$ cat config.mk
export PLATFORM = sky130hd
export DESIGN_NAME = ssd_box_decode_clamp
export DESIGN_NICKNAME = d
export VERILOG_FILES = /design/src/rtl/sbdc_pkg.sv /design/src/rtl/ssd_box_decode_clamp.sv
export SDC_FILE = /design/constraint.sdc
export NUM_CORES = 2
export LEC_CHECK = 0
export ABC_AREA = 1
export BUFFER_PORTS_ARGS = -buffer_cell sky130_fd_sc_hd__buf_4
export CORE_MARGIN = 1.5
export CORE_UTILIZATION = 45
export DETAILED_ROUTE_END_ITERATION = 10
export GPL_ROUTABILITY_DRIVEN = 0
export GPL_TIMING_DRIVEN = 0
export PLACE_DENSITY = 0.67
export SYNTH_ARGS = -nofsm -noshare
export SYNTH_HDL_FRONTEND = slang
export SYNTH_SLANG_ARGS = --single-unit
$ cat constraint.sdc
create_clock -name i_clk -period 7.35 [get_ports i_clk]
set_input_delay 0.3675 -clock i_clk [delete_from_list [all_inputs] [get_ports i_clk]]
set_output_delay 0.3675 -clock i_clk [all_outputs]
set_load 0.005 [all_outputs]
$ cat src/rtl/sbdc_pkg.sv
// Package for the SSD box decoder: payload types, register indexes and half-precision constants.
`default_nettype none
package sbdc_pkg;

    typedef struct packed {
        logic [15:0] class_label_raw;
        logic [15:0] confidence_raw;
        logic [15:0] x_min_raw;
        logic [15:0] y_min_raw;
        logic [15:0] x_max_raw;
        logic [15:0] y_max_raw;
    } t_sbdc_in;

    typedef struct packed {
        logic        keep;
        logic [11:0] out_x_min;
        logic [11:0] out_y_min;
        logic [11:0] out_x_max;
        logic [11:0] out_y_max;
    } t_sbdc_out;

    localparam int unsigned CFG_IDX_W = 3;
    localparam int unsigned CFG_DAT_W = 12;

    typedef enum logic [CFG_IDX_W-1:0] {
        REG_IMAGE_WIDTH   = 3'd0,
        REG_IMAGE_HEIGHT  = 3'd1,
        REG_MARGIN_LEFT   = 3'd2,
        REG_MARGIN_RIGHT  = 3'd3,
        REG_MARGIN_TOP    = 3'd4,
        REG_MARGIN_BOTTOM = 3'd5
    } t_sbdc_reg;

    localparam logic [11:0] RST_IMAGE_WIDTH   = 12'd1280;
    localparam logic [11:0] RST_IMAGE_HEIGHT  = 12'd960;
    localparam logic [7:0]  RST_MARGIN_LEFT   = 8'd30;
    localparam logic [7:0]  RST_MARGIN_RIGHT  = 8'd30;
    localparam logic [7:0]  RST_MARGIN_TOP    = 8'd20;
    localparam logic [7:0]  RST_MARGIN_BOTTOM = 8'd30;

    localparam logic [14:0] HALF_ONE     = 15'h3C00;
    localparam logic [14:0] HALF_EXP_ALL = 15'h7C00;
    localparam logic [4:0]  SUBNORM_SHIFT = 5'd24;
    localparam logic [4:0]  NORM_SHIFT_BASE = 5'd25;

endpackage
`default_nettype wire

$ cat src/rtl/ssd_box_decode_clamp.sv
// SSD detection record decoder: validity checks, exact scaling, clamp and margin widening.
//
//  Channel | Direction | Handshake                   | Payload
//  --------+-----------+-----------------------------+----------------------------
//  in      | input     | i_in_valid / o_in_ready     | i_in_data  (t_sbdc_in)
//  out     | output    | o_out_valid / i_out_ready   | o_out_data (t_sbdc_out)
//  cfg     | input     | i_cfg_valid / o_cfg_ready   | i_cfg_index, i_cfg_data
//
// Four register stages: decode and check, multiply, shift, margin and output register.
// One record per cycle is sustained while the output is not stalled.
// Each stage loads whenever it is empty or the stage after it moves, so bubbles close up
// and a stalled output holds its record while earlier stages keep filling.
// Reset clears the valid bits and loads the register defaults; nothing else needs clearing.
`default_nettype none
module ssd_box_decode_clamp (
    input  wire logic                               i_clk,
    input  wire logic                               i_rst_n,
    input  wire logic                               i_in_valid,
    output logic                                    o_in_ready,
    input  wire sbdc_pkg::t_sbdc_in                 i_in_data,
    output logic                                    o_out_valid,
    input  wire logic                               i_out_ready,
    output sbdc_pkg::t_sbdc_out                     o_out_data,
    input  wire logic                               i_cfg_valid,
    output logic                                    o_cfg_ready,
    input  wire logic [sbdc_pkg::CFG_IDX_W-1:0]     i_cfg_index,
    input  wire logic [sbdc_pkg::CFG_DAT_W-1:0]     i_cfg_data
);
    import sbdc_pkg::*;

    function automatic logic f_in_unit(input logic [15:0] h);
        logic neg;
        neg = h[15] && (h[14:0] != 15'd0);
        return !neg && (h[14:0] < HALF_ONE);
    endfunction

    function automatic logic f_label_ok(input logic [15:0] h);
        logic neg;
        neg = h[15] && (h[14:0] != 15'd0);
        return !neg && (h[14:0] <= HALF_EXP_ALL);
    endfunction

    // Configuration registers.
    logic [11:0] r_width, r_height;
    logic [7:0]  r_m_left, r_m_right, r_m_top, r_m_bottom;

    assign o_cfg_ready = 1'b1;

    always_ff @(posedge i_clk) begin
        if (!i_rst_n) begin
            r_width    <= RST_IMAGE_WIDTH;
            r_height   <= RST_IMAGE_HEIGHT;
            r_m_left   <= RST_MARGIN_LEFT;
            r_m_right  <= RST_MARGIN_RIGHT;
            r_m_top    <= RST_MARGIN_TOP;
            r_m_bottom <= RST_MARGIN_BOTTOM;
        end else if (i_cfg_valid) begin
            unique case (i_cfg_index)
                REG_IMAGE_WIDTH:   r_width    <= i_cfg_data;
                REG_IMAGE_HEIGHT:  r_height   <= i_cfg_data;
                REG_MARGIN_LEFT:   r_m_left   <= i_cfg_data[7:0];
                REG_MARGIN_RIGHT:  r_m_right  <= i_cfg_data[7:0];
                REG_MARGIN_TOP:    r_m_top    <= i_cfg_data[7:0];
                REG_MARGIN_BOTTOM: r_m_bottom <= i_cfg_data[7:0];
                default: ;
            endcase
        end
    end

    // Stage advance: a stage loads when it is empty or its content moves on.
    logic w_adv1, w_adv2, w_adv3, w_adv4;
    logic r_v1, r_v2, r_v3, r_v4;

    assign w_adv4     = !r_v4 || i_out_ready;
    assign w_adv3     = !r_v3 || w_adv4;
    assign w_adv2     = !r_v2 || w_adv3;
    assign w_adv1     = !r_v1 || w_adv2;
    assign o_in_ready = w_adv1;

    always_ff @(posedge i_clk) begin
        if (!i_rst_n) begin
            r_v1 <= 1'b0;
            r_v2 <= 1'b0;
            r_v3 <= 1'b0;
            r_v4 <= 1'b0;
        end else begin
            if (w_adv1) r_v1 <= i_in_valid;
            if (w_adv2) r_v2 <= r_v1;
            if (w_adv3) r_v3 <= r_v2;
            if (w_adv4) r_v4 <= r_v3;
        end
    end

    // Corner order: x min, y min, x max, y max. Even corners scale by width.
    logic [15:0] w_corner [4];
    assign w_corner[0] = i_in_data.x_min_raw;
    assign w_corner[1] = i_in_data.y_min_raw;
    assign w_corner[2] = i_in_data.x_max_raw;
    assign w_corner[3] = i_in_data.y_max_raw;

    // Stage 1: checks and significand/shift decode.
    logic        n_keep1, r_keep1;
    logic [10:0] n_sig1 [4];
    logic [4:0]  n_sh1 [4];
    logic [10:0] r_sig1 [4];
    logic [4:0]  r_sh1 [4];

    always_comb begin
        n_keep1 = f_label_ok(i_in_data.class_label_raw) && f_in_unit(i_in_data.confidence_raw)
                  && f_in_unit(w_corner[0]) && f_in_unit(w_corner[1])
                  && f_in_unit(w_corner[2]) && f_in_unit(w_corner[3]);
        for (int k = 0; k < 4; k++) begin
            if (w_corner[k][14:10] == 5'd0) begin
                n_sig1[k] = {1'b0, w_corner[k][9:0]};
                n_sh1[k]  = SUBNORM_SHIFT;
            end else begin
                n_sig1[k] = {1'b1, w_corner[k][9:0]};
                n_sh1[k]  = NORM_SHIFT_BASE - w_corner[k][14:10];
            end
        end
    end

    always_ff @(posedge i_clk) begin
        if (w_adv1) begin
            r_keep1 <= n_keep1;
            for (int k = 0; k < 4; k++) begin
                r_sig1[k] <= n_sig1[k];
                r_sh1[k]  <= n_sh1[k];
            end
        end
    end

    // Stage 2: exact products of significand and image size.
    logic        r_keep2;
    logic [22:0] r_prod2 [4];
    logic [4:0]  r_sh2 [4];

    always_ff @(posedge i_clk) begin
        if (w_adv2) begin
            r_keep2 <= r_keep1;
            for (int k = 0; k < 4; k++) begin
                r_prod2[k] <= 23'(r_sig1[k]) * 23'((k % 2 == 0) ? r_width : r_height);
                r_sh2[k]   <= r_sh1[k];
            end
        end
    end

    // Stage 3: truncating shift. For a kept record the result stays below a nonzero size.
    logic        r_keep3;
    logic [22:0] n_shr3 [4];
    logic [11:0] r_pix3 [4];

    always_comb begin
        for (int k = 0; k < 4; k++) begin
            n_shr3[k] = r_prod2[k] >> r_sh2[k];
        end
    end

    always_ff @(posedge i_clk) begin
        if (w_adv3) begin
            r_keep3 <= r_keep2;
            for (int k = 0; k < 4; k++) begin
                r_pix3[k] <= n_shr3[k][11:0];
            end
        end
    end

    // Stage 4: margin widening, only where the moved edge stays inside the image.
    t_sbdc_out n_out, r_out;
    logic [12:0] w_x1_sum, w_y1_sum;

    always_comb begin
        w_x1_sum = {1'b0, r_pix3[2]} + 13'(r_m_right);
        w_y1_sum = {1'b0, r_pix3[3]} + 13'(r_m_bottom);
        n_out = '0;
        if (r_keep3) begin
            n_out.keep      = 1'b1;
            n_out.out_x_min = (r_pix3[0] > 12'(r_m_left)) ? r_pix3[0] - 12'(r_m_left)
                                                          : r_pix3[0];
            n_out.out_y_min = (r_pix3[1] > 12'(r_m_top)) ? r_pix3[1] - 12'(r_m_top)
                                                         : r_pix3[1];
            n_out.out_x_max = (w_x1_sum < {1'b0, r_width}) ? w_x1_sum[11:0] : r_pix3[2];
            n_out.out_y_max = (w_y1_sum < {1'b0, r_height}) ? w_y1_sum[11:0] : r_pix3[3];
        end
    end

    always_ff @(posedge i_clk) begin
        if (w_adv4) begin
            r_out <= n_out;
        end
    end

    assign o_out_valid = r_v4;
    assign o_out_data  = r_out;

endmodule
`default_nettype wire

# --- After elaboration in Yosys (flattened, before gate mapping) ---
# Memories as Yosys holds them, arrays and structs flattened.
# Cells that the tools add are included.
totals:
  register_bits: 112
  mem_bits_rw: 224
  out_inout_bits: 52
  mem_count: 5
op_classes:
  n_addsub: 8
  mul: 4
  n_lt_le_gt_ge: 10
  n_eq_ne: 5
  n_shift: 4
  n_mux: 19
  n_reduce_logical: 48
mem_list:
  columns: ["memory", "depth", "word_bits", "read_ports", "rd_clocked_by_memory_dff", "write_ports", "line", "text"]
  rows:
  - ["r_prod2", 4, 23, 4, 0, 4, "ssd_box_decode_clamp.sv:135", "logic [22:0] r_prod2 [4];"]
  - ["r_pix3", 4, 12, 4, 0, 4, "ssd_box_decode_clamp.sv:151", "logic [11:0] r_pix3 [4];"]
  - ["r_sig1", 4, 11, 4, 0, 4, "ssd_box_decode_clamp.sv:105", "logic [10:0] r_sig1 [4];"]
  - ["r_sh1", 4, 5, 4, 0, 4, "ssd_box_decode_clamp.sv:106", "logic [4:0] r_sh1 [4];"]
  - ["r_sh2", 4, 5, 4, 0, 4, "ssd_box_decode_clamp.sv:136", "logic [4:0] r_sh2 [4];"]
op_table:
  columns: ["op", "count"]
  rows:
  - ["11-bit by 12-bit multiplier with 23-bit output", 4]
  - ["23-bit by 5-bit >> shifter with 12-bit output", 4]
  - ["15-bit nonzero test", 6]
  - ["15-bit by 14-bit < comparator with 1-bit output (second input constant)", 5]
  - ["49-bit two-way mux", 1]
  - ["12-bit two-way mux", 4]
  - ["11-bit two-way mux", 4]
  - ["12-bit by 8-bit adder with 13-bit output", 2]
  - ["13-bit by 12-bit < comparator with 1-bit output", 2]
  - ["12-bit by 8-bit greater-than comparator with 1-bit output", 2]
  - ["12-bit by 8-bit subtractor with 12-bit output", 2]
  - ["5-bit zero test", 4]
  - ["5-bit two-way mux", 4]
  - ["5-bit subtractor (first input constant)", 4]
  - ["1-bit logical AND", 17]
  - ["15-bit <= comparator (second input constant)", 1]
  - ["2-bit AND reduction", 6]
  - ["1-bit zero test", 10]
  - ["3-bit by 2-bit == test with 1-bit output (second input constant)", 2]
  - ["3-bit == test (second input constant)", 2]
  - ["1-bit two-way mux", 6]
  - ["1-bit logical OR", 4]
  - ["3-bit by 1-bit == test with 1-bit output (second input constant)", 1]
  - ["3-bit zero test", 1]

# --- Longest topological paths before layout ---
logic_depth:
  ltp_word: 9
  ltp_mapped: 23

# --- Least setup slack after synthesis ---
# Ideal clock, no wire load.
synth_path:
  path_type: "in2reg"
  from: "input i_out_ready"
  to: "register r_keep2, enable pin"
  arrival_ns: 4.926
  slack_ns: 1.958
  cell_stages: 6
  path_buffers: 0
  cell_sequence: "nor2_1 -> inv_1 -> nor2_1 -> inv_1 -> nor2_1 -> inv_1"
synth_via:
  elab_chain_cells: 3
synth_lines:
  columns: ["item", "line", "text"]
  rows:
  - ["start: declaration", "ssd_box_decode_clamp.sv:22", "input wire logic i_out_ready,"]
  - ["1-bit logical OR", "ssd_box_decode_clamp.sv:74", "assign w_adv4 = !r_v4 || i_out_ready;"]
  - ["named net w_adv4", "ssd_box_decode_clamp.sv:71", "logic w_adv1, w_adv2, w_adv3, w_adv4;"]
  - ["1-bit logical OR", "ssd_box_decode_clamp.sv:75", "assign w_adv3 = !r_v3 || w_adv4;"]
  - ["named net w_adv3", "ssd_box_decode_clamp.sv:71", null]
  - ["1-bit logical OR", "ssd_box_decode_clamp.sv:76", "assign w_adv2 = !r_v2 || w_adv3;"]
  - ["named net w_adv2", "ssd_box_decode_clamp.sv:71", null]
  - ["end signal: assignment", "ssd_box_decode_clamp.sv:140", "r_keep2 <= r_keep1;"]
  - ["end: declaration", "ssd_box_decode_clamp.sv:134", "logic r_keep2;"]
# The timed path passes the listed nets, and every way through them passes these cells.
# A chain may end at the register's enable or synchronous reset.

==> key figures <==
Run status
  • Status: finished, final reports clean

Yosys
  • Synth top cells by count: nand2_1 (1397), inv_1 (1013), fa_1 (360)
  • Top cell type's share of synthesized area: between 20 and 25%
  • Syn avg cell area: a little under 8 sq um
  • Asr flop ratio synth: 0%
  • Largest area contributor in the netlist: edfxtp_1
  • Number of flops mapped to enable cells by yosys: ~280
  • Post-synthesis sequential area ratio: 25.6%
  • #FFs+latches synth: between 300 and 400
  • Synth Cell Area: about 37000 sq um
  • Most used flip-flop cell after synthesis: edfxtp_1
  • Most frequent cell after synthesis: nand2_1
  • Post-Syn Nets: 5595
  • Synth warn: 0
  • Yosys cell types: slightly above 50
  • Area contributors post-synth: edfxtp_1 (22%), fa_1 (19%), nand2_1 (14%)
  • Syn Inst Count: between 4000 and 5000

Die
  • Die area: 84000 sq um
  • Rows: between 100 and 150
  • Die height: about 290 um
  • Starting density of the core: 45.7%
  • Placeable core region: around 81000 sq um
  • Die Wd: 290 um
  • Top-Level Pins: 168

Layout
  • Number of diodes: 0
  • Final Util: 51.2%
  • Fraction of layout cells with a size suffix above 1: 6.75%
  • Nets: ~6000
  • Fillers: 7781
  • Area delta synth->final: 12.1%
  • Finished Cell Area: 41500 sq um
  • Post-Layout Cell Count: about 6200

Setup path
  • Reg2reg end: r_prod2[2][20]
  • Reg-to-reg slack, setup: approximately 1.6 ns
  • Cells on worst reg2reg path: 18
  • Crit-path max FO: 10
  • CP startpoint: r_width[10]
  • CP endpoint kind: flip-flop
  • Crit path kind: flip-flop to flip-flop
  • Reg2reg start: r_width[10]
  • Worst setup path end: r_prod2[2][20]
  • Req. time, crit path: ~7.7 ns
  • Startpoint Class: flip-flop
  • Critical path data arrival time: ~6 ns

Placed design
  • Buffers added on ports: ~170
  • Inst Count DP: just over 6000
  • Setup Slack @ Placement: between 1.5 and 2 ns
  • Detail Placement HPWL: 81800 um
  • Placed Instance Area: 39700 sq um

Clocking
  • Clock slew at reported path FFs: approximately 0.070 ns
  • Number of H-tree levels: 2
  • Clock sink count: around 340
  • CTS Buffer Depth: 3
  • CTS resizes: 0
  • Clk_lat worst skew: just under 0.6 ns
  • Root Driver: clkbuf_16
  • Cts bufs inserted: 40
  • CTS tree: built

Drt
  • Routed wire length: about 100000 um
  • # DRC: 0
  • Post-DRT Antenna Nets: 0
  • Routed len/inst: ~16 um
  • Drt first-iter violations: 2480
  • DRT Pass-1 Iters: 8
  • Vias per cell: roughly 5.2
  • Via count: 31800

STA
  • PnR worst setup slack: 1.60 ns
  • Worst Clk Skew: about 0.024 ns
  • Setup violations, final: 0
  • Hold Fails Final Rpt: 0
  • Min Tclk post-route: ~5.8 ns
  • Final Slew Violations: 0
  • RSZ-0062 raised after global routing: false
  • Slew @ Worst Pin: roughly 0.99 ns
  • Period utilisation layout: between 70 and 80%
  • Final hold slack: between 0.03 and 0.04 ns
  • Max Freq: between 0.15 and 0.2 GHz
  • Max_slew headroom: about a third
  • TNS Setup: 0 ns

Power
  • PwrDens: 231 nW/um^2
  • Pwr Total: 9.59 mW
  • Lkg Pwr: 23.0 nW
  • Peak VDD IR: roughly 0.17 mV

Global route
  • First-pass GRT wire length: around 160000 um
  • Largest net degree at the start of global routing: 58
  • M2 GR Usage: 37.8%
  • All-Layer GR Usage: about 24%
  • GR Layer Usage met3: under 10%
  • Global route hottest layer: met2
  • Initial antenna violation count: 2
  • GRT overflow: 0
  • Met1 GRT Util: roughly a third
  • Vias in the first global route: just over 30000

Run
  • Max Cap Viol: 0

Min path
  • Hold/Removal Path Class: input pin to flip-flop
cell families after synthesis:
group | Yosys count | synth area share [%]
AND/OR/NAND/NOR | 2093 | 23.5
XOR/XNOR | 86 | 2.04
buffers and inverters | 1203 | 12.5
adder cells (fa/ha/maj) | 666 | 29.8
multiplexers | 4 | 0.108
AO/OA/AOI/OAI | 424 | 6.37
flip-flops | 336 | 25.6
other | 1 | 0.0101
cell type report:
type                       count  area, sq um  area share (%)
inverter                    1024         3850            9.27
buffer                       179          795            1.92
tap                         1060         1330            3.20
multi-input combinational   3274        22900            55.2
sequential                   336         9490            22.9
clock inverter                26          299           0.721
clock buffer                  48         1090            2.64
timing repair buffer         209         1730            4.18
worst max-delay path: stages, from the launching register on:
cell	delay [ns]
dfxtp_1	0.63
clkbuf_1	0.60
nand2_1	0.17
fa_1	0.56
inv_1	0.05
fa_1	0.49
fa_1	0.52
fa_1	0.51
inv_1	0.06
fa_1	0.51
inv_1	0.05
ha_1	0.34
nand2_1	0.09
inv_1	0.09
nand2_1	0.09
nor3_1	0.28
nand4_1	0.22
nand4_1	0.15
nand2_1	0.07
sequential cells by signal (all words and copies together) (netlist names):
| signal | cells |
|---|---|
| r_sig1 | 44 |
| r_keep2 | 1 |
| r_prod2 | 92 |
| r_sh2 | 20 |
| r_pix3 | 48 |
| r_v2 | 1 |
| r_m_top | 8 |
| r_v1 | 1 |
| r_m_bottom | 8 |
| r_height | 12 |
| o_out_valid | 1 |
| r_keep3 | 1 |
| o_out_data | 49 |
| r_m_left | 8 |
| r_v3 | 1 |
| r_keep1 | 1 |
| r_m_right | 8 |
| r_sh1 | 20 |
| r_width | 12 |
how the worst min path moves through the flow:
stage | from | endpoint | cells past startpoint
2_1_floorplan | r_keep1 | r_keep2 | 0
5_1_grt | i_cfg_data[8] | r_height[8] | 3
6_report | i_cfg_data[8] | r_height[8] | 3
3_5_place_dp | r_sh1[0][0] | r_sh2[0][0] | 0
3_3_place_gp | r_sh1[3][3] | r_sh2[3][3] | 0
4_1_cts | i_cfg_data[8] | r_height[8] | 3
routing by layer:
metal  routed length (um)  up-vias
li1                     -    15400
met1                45300    15000
met2                43800     1220
met3                 8590      183
met4                 3390        2
met5                    9        -
cell usage in the layout (no fill, tap or decap), drive strengths merged, types with 3 or more instances in the layout:
| cell | netlist | final |
|---|---|---|
| a21o | 9 | 9 |
| dfxtp | 60 | 60 |
| nor2 | 243 | 243 |
| clkinv | 5 | 15 |
| nand2 | 1409 | 1409 |
| or2 | 33 | 33 |
| nand3 | 285 | 285 |
| xor2 | 60 | 60 |
| fa | 360 | 360 |
| a31oi | 13 | 13 |
| edfxtp | 276 | 276 |
| inv | 1019 | 1030 |
| o22ai | 3 | 3 |
| dlygate4sd3 | 0 | 40 |
| mux2i | 4 | 4 |
| nand3b | 15 | 15 |
| ha | 306 | 306 |
| bufinv | 0 | 5 |
| nand4 | 47 | 47 |
| clkbuf | 139 | 187 |
| nor4 | 5 | 5 |
| o21a | 7 | 7 |
| buf | 40 | 209 |
| o21ai | 157 | 157 |
| a21oi | 187 | 187 |
| nor3 | 29 | 29 |
| xnor2 | 26 | 26 |
| o21bai | 14 | 14 |
| and2 | 26 | 26 |
| o211ai | 31 | 31 |
power breakdown:
part / total (mW) / internal [mW] / switching [mW] / leakage, nW
logic: 4.75 / 1.77 / 2.99 / 18.7
registers: 2.72 / 2.51 / 0.207 / 3.58
clock network: 2.12 / 1.26 / 0.864 / 0.693
total: 9.59 / 5.53 / 4.06 / 23.0
what timing repair did:
action                                 in CTS  in global routing
hold buffers                               40                  0
setup endpoints to repair                   0                  0
endpoints found under the hold margin      40                  0
buffers inserted                            0                  0
Power figures use the tool's default switching activity.
